**src/hdl/asba_ram.sv**
```systemverilog
// Generic single-write, single-read RAM with registered read data.
module asba_ram #(
    parameter int WIDTH = 8,
    parameter int DEPTH = 16
) (
    input  logic                     i_clk,
    input  logic                     i_wr_en,
    input  logic [$clog2(DEPTH)-1:0] i_wr_addr,
    input  logic [WIDTH-1:0]         i_wr_data,
    input  logic [$clog2(DEPTH)-1:0] i_rd_addr,
    output logic [WIDTH-1:0]         o_rd_data
);

    logic [WIDTH-1:0] r_mem [DEPTH];
    logic [WIDTH-1:0] r_rd_data;

    always_ff @(posedge i_clk) begin
        if (i_wr_en) begin
            r_mem[i_wr_addr] <= i_wr_data;
        end
        r_rd_data <= r_mem[i_rd_addr];
    end

    assign o_rd_data = r_rd_data;

endmodule

```
**config.mk**
```make
export PLATFORM = sky130hd
export DESIGN_NAME = asba_ram
export DESIGN_NICKNAME = d
export VERILOG_FILES = /design/src/hdl/asba_ram.sv
export SDC_FILE = /design/constraint.sdc
export NUM_CORES = 1
export LEC_CHECK = 0
export ABC_AREA = 0
export BUFFER_PORTS_ARGS = -buffer_cell sky130_fd_sc_hd__buf_2
export CAP_MARGIN = 10
export CORE_ASPECT_RATIO = 1.4
export CORE_MARGIN = 8
export CORE_UTILIZATION = 25
export CTS_CLUSTER_SIZE = 28
export DETAILED_ROUTE_END_ITERATION = 7
export PLACE_DENSITY_LB_ADDON = 0.05
export SYNTH_ARGS = -nofsm -noshare
export SYNTH_HDL_FRONTEND = slang
export SYNTH_SLANG_ARGS = --single-unit
export TNS_END_PERCENT = 30
```
**constraint.sdc**
```tcl
create_clock -name i_clk -period 2.41 [get_ports i_clk]
set_input_delay 0.3615 -clock i_clk [delete_from_list [all_inputs] [get_ports i_clk]]
set_output_delay 0.3615 -clock i_clk [all_outputs]
set_load 0.005 [all_outputs]
```
## Yosys cells after proc, flatten, opt, wreduce, memory -nomap -nowiden

Memory sizes are Yosys's and may differ from the RTL's. A register that Yosys moved wholly into a read port is not among the register bits.
Cells that the tools add are included.
Widths: inputs -> output; s select.

- Muxes and demuxes: 2

Operator list:

| cell | count |
|---|---|
| $mux 1 | 2 |

- Register bits: 0
- RAM bits: 128
- Input bits: 18
- Output and inout port bits: 8
- Logic and storage cells: 3
- Memories kept: 1

Memory list:

| name | words | bits a word | read ports | clocked after memory_dff | write ports | line | source |
|---|---|---|---|---|---|---|---|
| r_mem | 16 | 8 | 1 | 1 | 1 | 14 | `logic [WIDTH-1:0] r_mem [DEPTH];` |

## Logic depth before layout (Yosys ltp)

Gate-level depths: netlist (run 1).

- Word-level depth: 2
- Depth in mapped cells: 5
- Gate-level depth less buffers: 3

## Worst setup path before layout (run 1)

OpenSTA, ideal clock, no wires.

- Path type: in2reg
- From: in i_wr_addr[2]
- To: mem r_mem[0][0], enable pin
- Setup time: 0.383 ns
- Arrival time: 1.471 ns
- Data required time: 2.027 ns
- Setup slack: 0.556 ns
- Stages: 2
- Path buffers: 0
- Cells stage by stage: or3b_2 nor3_1

RTL lines:

| item | line | source |
|---|---|---|
| start, declared | 8 | `input logic [$clog2(DEPTH)-1:0] i_wr_addr,` |
| end, declared | 14 |  |

Straight into the memory's write port.

==> summary.md, run 1 <==
| Metric | Value |
|---|---|
| DR WL/cell | 22.3 um |
| Sequential share of power | 48.9% |
| Final setup vio count | 0 |
| Power Internal | 4.29 mW |
| Initial Util | 25.2% |
| Most used DFF post-synth | edfxtp_1 |
| Hold buffers post-CTS | 0 |
| Gpl congestion | 0.685 |
| Period minus WS final | 1.60 ns |
| 1st-iter DRT viols | 123 |
| Htree depth | 4 |
| Post-synth EDFFs | 128 |
| Die Y | 186 um |
| Post-CTS Setup Bufs | 0 |
| Clock Power Share | 46.3% |
| Fin area | 6290 sq um |
| Buffers plus inverters on the worst setup path | 2 |
| Startpoint type of the worst setup path | input pin |
| Mean post-synth cell area | 22.5 sq um |
| Total track usage | 10.3% |
| Max cap viols | 0 |
| Initial antenna violation count | 0 |
| RSZ-0062 raised after global routing | false |
| Distinct cells, synth | 19 |
| Outcome | finished, final reports clean |
| Post-synth top area cell | edfxtp_1 |
| Detail Route Antenna Nets | 0 |
| Worst-margin pin slew | 0.857 ns |
| GRT overflow | 0 |
| Drt total wl | 12.4 mm |
| CORE AREA | 20400 sq um |
| Maximum clock rate | 624 MHz |
| Syn Inst Count | 229 |
| Reg2reg path depth | 3 |
| Drt first pass iters | 4 |
| RR Startpoint | r_mem[6][0]$_DFFE_PP_ |
| Crit path kind | input pin to register |
| Worst-path cell chain | buf_2, buf_12, mux4_1, a22oi_1, nand2_1 |
| Hold WS | 0.350 ns |
| Endpoint, Worst Hold | r_mem[14][2]$_DFFE_PP_ |
| Most instantiated cells after synthesis | edfxtp_1 (128), mux4_2 (18), a22oi_1 (16) |
| Ys Warns | 0 |
| Setup TNS | 0 ns |
| Clk_skew | 0.00950 ns |
| Top-count cell post-synth | edfxtp_1 |
| Port bufs | 25 |
| Tcrit/Tclk final | 66.5% |
| Reg clk slew, reported paths | 0.06 ns |
| Max IR drop VDD | 433 uV |
| Crit path max fanout | 19 |
| Critical path required time | 2.68 ns |
| Die X-Extent | 137 um |
| Reg2reg end | o_rd_data[0]$_DFF_P_ |
| Register area share after synthesis | 77.8% |
| Slowest cell on crit path | mux4_1 |
| Fraction of registers with async set/reset | 0% |
| Reg2Reg Setup Slack | 0.94 ns |
| Via count of the first global-routing pass | 2676 |
| Area delta synth->final | 22.3% |
| TritonCTS clock tree | done |
| CP endpoint kind | register |
| Final Max Slew Viols | 0 |
| Num ports | 26 |
| Post-CTS sizing | 0 |
| Switching share of power | 21.2% |
| Crit path DAT | 1.88 ns |
| Worst Hold Path Cells | 1 |
| Fillers | 1970 |
| Pre-CTS setup slack | 0.375 ns |
| LEAKAGE | 2.10 nW |
| Root buf cell | clkbuf_16 |
| Syn Nets | 247 |
| Detail Placement HPWL | 8.22 mm |
| Hold Path Origin | i_wr_data[2] |
| Synth Register Bits | 136 |
| Logic pwr share | 4.8% |
| FP Rows | 62 |
| Post-Place Cell Area | 5720 sq um |
| Vias post-DR | 2383 |
| Final core utilization | 30.8% |
| Power density cells | 864 nW/um^2 |
| Vias/cell | 4.29 |
| Slew HR | 42.6% |
| Largest net degree at the start of global routing | 33 |
| Syn Std Cell Area | 5150 sq um |
| TritonCTS Sinks | 136 |
| Worst setup margin | 0.807 ns |
| DIE AREA | 25500 sq um |
| Top-area cell type share of the netlist area | 74.7% |
| CP peak stage delay | 0.56 ns |
| Clk_lat worst skew | 0.41 ns |
| Largest cells by area after synthesis | edfxtp_1 (75%), mux4_2 (7.9%), mux4_1 (7.1%) |
| Crit-path leading delay family | multiplexers |
| Switching power | 1.15 mW |
| DRC | 0 |
| Final hold violation count | 0 |
| Global-route wire length before repair | 18.2 mm |
| Fraction of layout cells with a size suffix above 1 | 32.4% |
| N_diodes | 0 |
| Worst Hold Class | input pin to register |
| TritonCTS buffer count | 17 |
| Clock buffer depth | 2 |
| Fin nets | 304 |
==> flip-flops by register name, indices dropped and copies added (netlist names) <==
name / flops
r_mem: 128
o_rd_data: 8
==> worst register-to-register path: cells and delay by family, from the launching register on <==
family / cells / cell delay [ns]
flops: 1 / 0.37
simple gates: 1 / 0.12
mux: 1 / 0.53
compound gates: 1 / 0.31
==> power by group through the flow <==
stage / logic, mW / registers (mW) / clock network [mW]
2_1_floorplan: 0.134 / 2.71 / 0
3_3_place_gp: 0.274 / 2.71 / 0
3_5_place_dp: 0.273 / 2.71 / 0
4_1_cts: 0.273 / 2.66 / 2.59
5_1_grt: 0.291 / 2.66 / 2.68
6_report: 0.262 / 2.66 / 2.52
==> layout make-up <==
cell class | count | area (sq um) | share of cell area [%]
sequential | 136 | 4000 | 63.6
multi-input combinational | 83 | 1060 | 16.8
clock buffer | 18 | 429 | 6.82
timing repair buffer | 48 | 335 | 5.33
tap | 256 | 320 | 5.09
clock inverter | 14 | 148 | 2.35
==> metal layers <==
layer  GRT usage (%)  vias up  wire length, um
li1                -     1089                -
met1            12.3     1245             5430
met2            17.8       42             6420
met3            2.30        7              355
met4            3.92        0              152
met5               0        -                0
==> kinds of logic after synthesis <==
logic type	share of synthesized area (%)
muxes	15.0
and+or+nand+nor	3.18
buffers and inverters	1.68
AOI/OAI and AO/OA	2.33
DFF	77.8
==> cells in the final DEF (no fill, tap or decap), types with 4 or more instances in the layout <==
cell          n
dfxtp_1       8
mux4_1       14
mux4_2       18
clkinvlp_4    4
buf_2        25
buf_4        20
a22oi_1      16
inv_6         4
clkbuf_16    17
nor2_1       13
nand2_1       9
edfxtp_1    128
nor3_1        4
==> through the flow <==
stage | total power [mW] | instances
4_1_cts | 5.53 | 555
6_report | 5.44 | 555
5_1_grt | 5.63 | 555
3_3_place_gp | 2.99 | 523
2_1_floorplan | 2.84 | 229
3_5_place_dp | 2.99 | 523
==> how the worst max path moves through the flow <==
stage | start | cells after the start | slack, ns | end
after floorplan | i_wr_addr[2] | 2 | 0.56 | r_mem[0][0]$_DFFE_PP_
after global placement | i_rd_addr[0] | 5 | 0.37 | o_rd_data[0]$_DFF_P_
after detailed placement | i_rd_addr[0] | 5 | 0.38 | o_rd_data[0]$_DFF_P_
after CTS | i_rd_addr[0] | 5 | 0.81 | o_rd_data[0]$_DFF_P_
after global routing | i_rd_addr[0] | 5 | 0.70 | o_rd_data[0]$_DFF_P_
final | i_rd_addr[0] | 5 | 0.81 | o_rd_data[0]$_DFF_P_
(Power assumes the default switching activity.)
==> run 2, diff against run 1 <==
clock period = 1.6 ns   (was 2.41 ns; I/O delays follow)
==> run 2 against run 1 <==
Effect of this change:
- combinational power up 63%
- clock skew down 0.0041 ns
- sequential power up 51%
- register-to-register slack worse by 0.80 ns
- total power up 51%
- worst hold slack worse by 0.12 ns
- wire length up 4.1%
- sequential share of layout area down 1.2 points
- core utilization up 0.57 points
- non-clock buffer count up 13
- critical path depth down 2
- largest cell class unchanged
- highest routed layer unchanged
==> summary.md, run 2 (synthesized netlist as in run 1, its figures left out) <==
| Metric | Value |
|---|---|
| Placed Cells | 536 |
| Crit path kind | register to register |
| Reg2reg end | o_rd_data[2]$_DFF_P_ |
| Final core utilization | 31.4% |
| TritonCTS clock tree | done |
| Hold WS | 0.228 ns |
| Final setup vio count | 0 |
| Leading cell type in the layout, fill and taps excluded | edfxtp_1 |
| GRT overflow | 0 |
| RR Startpoint | r_mem[1][2]$_DFFE_PP_ |
| Startpoint type of the worst setup path | register |
| Via count of the first global-routing pass | 2794 |
| Non-Filler Instances | 567 |
| Global-route wire length before repair | 18.9 mm |
| Die X-Extent | 137 um |
| Num ports | 26 |
| Detail Placement HPWL | 8.69 mm |
| Crit path DAT | 1.75 ns |
| Worst Hold Path Cells | 1 |
| Switching power | 1.65 mW |
| Htree depth | 4 |
| Switching share of power | 20.0% |
| Reg2Reg Setup Slack | 0.14 ns |
| Drt first pass iters | 4 |
| Worst-margin pin slew | 0.906 ns |
| Logic pwr share | 5.2% |
| Area delta synth->final | 24.5% |
| DR WL/cell | 22.7 um |
| Detail Route Antenna Nets | 0 |
| Pre-CTS setup slack | -0.243 ns |
| Drt total wl | 12.9 mm |
| Root buf cell | clkbuf_16 |
| Largest net degree at the start of global routing | 19 |
| Worst Hold Class | input pin to register |
| Critical path required time | 1.89 ns |
| Endpoint, Worst Hold | r_mem[11][1]$_DFFE_PP_ |
| Initial Util | 25.2% |
| Fraction of layout cells with a size suffix above 1 | 33.8% |
| RSZ-0062 raised after global routing | false |
| Slew HR | 39.5% |
| Max cap viols | 0 |
| Period minus WS final | 1.46 ns |
| Clk_skew | 0.00538 ns |
| Crit path max fanout | 1 |
| LEAKAGE | 2.18 nW |
| Reg clk slew, reported paths | 0.06 ns |
| 1st-iter DRT viols | 166 |
| CP endpoint kind | register |
| Final hold violation count | 0 |
| TritonCTS buffer count | 17 |
| DIE AREA | 25500 sq um |
| Post-CTS sizing | 0 |
| Vias post-DR | 2493 |
| Max IR drop VDD | 683 uV |
| Clock Power Share | 46.0% |
| Sequential share of power | 48.8% |
| Fin nets | 317 |
| Total power | 8.22 mW |
| Power Internal | 6.57 mW |
| Maximum clock rate | 686 MHz |
| Tcrit/Tclk final | 91.1% |
| Power density cells | 1280 nW/um^2 |
| Hold Path Origin | i_wr_data[1] |
| FP Rows | 62 |
| Most frequent cells in the layout | edfxtp_1 (128), buf_4 (31), buf_2 (25) |
| Largest Register | r_mem |
| Port bufs | 25 |
| Worst setup margin | 0.143 ns |
| Initial antenna violation count | 0 |
| Post-CTS Setup Bufs | 0 |
| Hold buffers post-CTS | 0 |
| Final Max Slew Viols | 0 |
| Die Y | 186 um |
| DRC | 0 |
| Clk_lat worst skew | 0.41 ns |
| Outcome | finished, final reports clean |
| N_diodes | 0 |
| Total track usage | 11.0% |
| Largest register FFs | 128 |
| TritonCTS Sinks | 136 |
| CORE AREA | 20400 sq um |
| Gpl congestion | 0.666 |
| Reg2reg path depth | 3 |
| Clock buffer depth | 2 |
| Vias/cell | 4.40 |
run 2: per-layer routing:
metal	vias up	routed length, um	global-route usage, %	part of all wire, %
li1	1117	-	-	-
met1	1310	5560	13.2	43
met2	53	6710	18.3	52
met3	13	397	2.78	3.1
met4	0	200	4.45	1.6
met5	-	0	0	0
run 2: final cells by class:
class / instances / area [sq um]
Tap cell: 256 / 320
Clock buffer: 18 / 429
Multi-Input combinational cell: 83 / 1060
Timing Repair Buffer: 61 / 458
Clock inverter: 13 / 136
Fill cell: 1998 / 14000
Sequential cell: 136 / 4000
run 2: power groups by stage:
stage / combinational, mW / clock [mW] / sequential [mW]
final: 0.428 / 3.78 / 4.01
after global routing: 0.473 / 4.01 / 4.02
after CTS: 0.448 / 3.89 / 4.01
after detailed placement: 0.447 / 0 / 4.08
after global placement: 0.446 / 0 / 4.08
after floorplan: 0.202 / 0 / 4.08
run 2: through the flow:
step / setup TNS [ns] / cell area [sq um]
6_report: 0 / 6410
5_1_grt: 0 / 6410
4_1_cts: 0 / 6410
3_5_place_dp: -0.936 / 5840
3_3_place_gp: -0.939 / 5840
2_1_floorplan: 0 / 5150
run 2: worst max path at each step:
stage / startpoint / end / slack (ns)
2_1_floorplan: i_wr_addr[2] / r_mem[3][0]$_DFFE_PP_ / 0.09
3_3_place_gp: i_rd_addr[0] / o_rd_data[0]$_DFF_P_ / -0.25
3_5_place_dp: i_rd_addr[0] / o_rd_data[0]$_DFF_P_ / -0.24
4_1_cts: r_mem[1][2]$_DFFE_PP_ / o_rd_data[2]$_DFF_P_ / 0.15
5_1_grt: r_mem[2][2]$_DFFE_PP_ / o_rd_data[2]$_DFF_P_ / 0.10
6_report: r_mem[1][2]$_DFFE_PP_ / o_rd_data[2]$_DFF_P_ / 0.14
run 2: worst max-delay path, cell delays in order, from the launching register on:
cell	delay [ns]
edfxtp_1	0.34
mux4_1	0.56
a22oi_1	0.34
nand2_1	0.09
==> run 3, diff against run 2 <==
GPL_TIMING_DRIVEN = 0   (was default)
MAX_ROUTING_LAYER = met4   (was default)
==> run 3 against run 2 <==
Effect of this change:
- fmax shrank 7.4%
- wire length is 3.1% lower
- worst setup slack got worse by 0.12 ns
- critical path depth unchanged
- total power grew 0.30%
- largest power group unchanged
==> summary.md, run 3 (synthesized netlist as in run 1, its figures left out) <==
| Metric | Value |
|---|---|
| Fillers | 1965 |
| Via count of the first global-routing pass | 2549 |
| Port bufs | 24 |
| Post-Place Cell Area | 5610 sq um |
| Worst-margin pin slew | 0.909 ns |
| CP peak stage delay | 0.70 ns |
| TritonCTS buffer count | 17 |
| Global-route wire length before repair | 18.1 mm |
| Final setup vio count | 0 |
| CP endpoint kind | register |
| Outcome | finished, final reports clean |
| Vias/cell | 4.27 |
| Slowest cell on crit path | nor3_2 |
| Clock buffer depth | 2 |
| Fin area | 6190 sq um |
| Startpoint type of the worst setup path | input pin |
| Clk_lat worst skew | 0.41 ns |
| Worst-path cell chain | buf_2, or3b_2, nor3_2 |
| Largest net degree at the start of global routing | 17 |
| Detail Route Antenna Nets | 0 |
| Max cap viols | 0 |
| Tcrit/Tclk final | 98.4% |
| Final Max Slew Viols | 0 |
| Highest Signal Layer | met4 |
| DRC | 0 |
| Htree depth | 4 |
| DIE AREA | 25500 sq um |
| TritonCTS Sinks | 136 |
| Worst Hold Class | input pin to register |
| Initial Util | 25.2% |
| FP Rows | 62 |
| Reg clk slew, reported paths | 0.06 ns |
| Routed wl met3 | 438 um |
| Drt total wl | 12.5 mm |
| Gpl congestion | 0.689 |
| Detail Placement HPWL | 8.22 mm |
| Fraction of layout cells with a size suffix above 1 | 30.8% |
| Critical path required time | 1.63 ns |
| Crit-path leading delay family | simple AND/OR/NAND/NOR gates |
| Met1 wire length | 5.66 mm |
| CORE AREA | 20400 sq um |
| Total power | 8.24 mW |
| Vias post-DR | 2312 |
| Drt first pass iters | 4 |
| Pre-CTS setup slack | -0.446 ns |
| Period minus WS final | 1.57 ns |
| Power density cells | 1330 nW/um^2 |
| Largest Register | r_mem |
| 1st-iter DRT viols | 196 |
| Num ports | 26 |
| Worst setup margin | 0.0261 ns |
| TritonCTS clock tree | done |
| Fin nets | 291 |
| Max IR drop VDD | 667 uV |
| Final hold violation count | 0 |
| RSZ-0062 raised after global routing | true |
| N_diodes | 0 |
| Clk_skew | 0.00778 ns |
| Most frequent cells in the layout | edfxtp_1 (128), buf_2 (28), mux4_2 (18) |
| LEAKAGE | 2.02 nW |
| Hold buffers post-CTS | 0 |
| Root buf cell | clkbuf_16 |
| GRT overflow | 0 |
| Initial antenna violation count | 0 |
| Die X-Extent | 137 um |
| Die Y | 186 um |
| Largest register FFs | 128 |
| Slew HR | 39.2% |
| WL met2 | 6.16 mm |
| Total track usage | 10.9% |
| Crit path max fanout | 8 |
| Crit path kind | input pin to register |
| DR WL/cell | 23.0 um |
| Leading cell type in the layout, fill and taps excluded | edfxtp_1 |
| Area delta synth->final | 20.3% |
| Maximum clock rate | 635 MHz |
| Crit path DAT | 1.60 ns |
| Buffers plus inverters on the worst setup path | 1 |
[run 3: cell types whose count changed in the layout (fill, tap and decap cells not counted), moves of 3 or more]
cell             before  now
buf_4                31    1
clkinv_1              6    0
buf_12                5    0
clkinvlp_4            0    4
buf_2                25   28
buf_6                 0    3
clkdlybuf4s25_2       0    3
inv_6                 0    3
[run 3: path summary, 6_finish.rpt]
| check | from | end | slack (ns) | depth (start not counted) |
|---|---|---|---|---|
| hold / removal | i_wr_data[5] | r_mem[12][5]$_DFFE_PP_ | 0.24 | 1 |
| hold reg to reg | r_mem[15][1]$_DFFE_PP_ | o_rd_data[1]$_DFF_P_ | 0.68 | 3 |
| setup reg to reg | r_mem[2][2]$_DFFE_PP_ | o_rd_data[2]$_DFF_P_ | 0.09 | 3 |
| setup / recovery | i_wr_addr[2] | r_mem[0][5]$_DFFE_PP_ | 0.03 | 3 |
[run 3: through the flow]
stage	utilization [%]	hold WS [ns]	setup TNS, ns	cells
after floorplan	-	0.339	0	229
after global placement	27.4	0.628	-41.22	509
after detailed placement	27.5	0.624	-28.65	510
after CTS	30.3	0.241	-0.169	542
after global routing	30.3	0.240	-0.525	542
final	30.3	0.240	0	542
[run 3: area by class of cell]
class	instances	area, sq um	area share, %
timing repair buffer	25	125	2.02
clock buffer	19	433	6.99
tap	256	320	5.17
multi-input combinational	83	1070	17.4
buffer	10	86.3	1.39
sequential	136	4000	64.7
clock inverter	13	148	2.38
[run 3: timing repair]
| item | 4_1_cts | 5_1_grt |
|---|---|---|
| pin swaps | 0 | 0 |
| gates resized for setup | 0 | 1 |
| setup buffers | 0 | 0 |
| endpoints found under the setup margin | 16 | 30 |
[run 3: where the power goes]
group / switching, mW / internal, mW / leakage [nW] / total (mW)
Sequential: 0.0182 / 3.98 / 1.22 / 4.00
Combinational: 0.247 / 0.159 / 0.524 / 0.406
Clock: 1.52 / 2.31 / 0.271 / 3.84
[run 3: layer usage]
layer	GRT usage, %	vias up
met5	-	-
met4	4.32	0
met3	2.22	14
met2	16.8	49
met1	13.7	1193
li1	-	1056
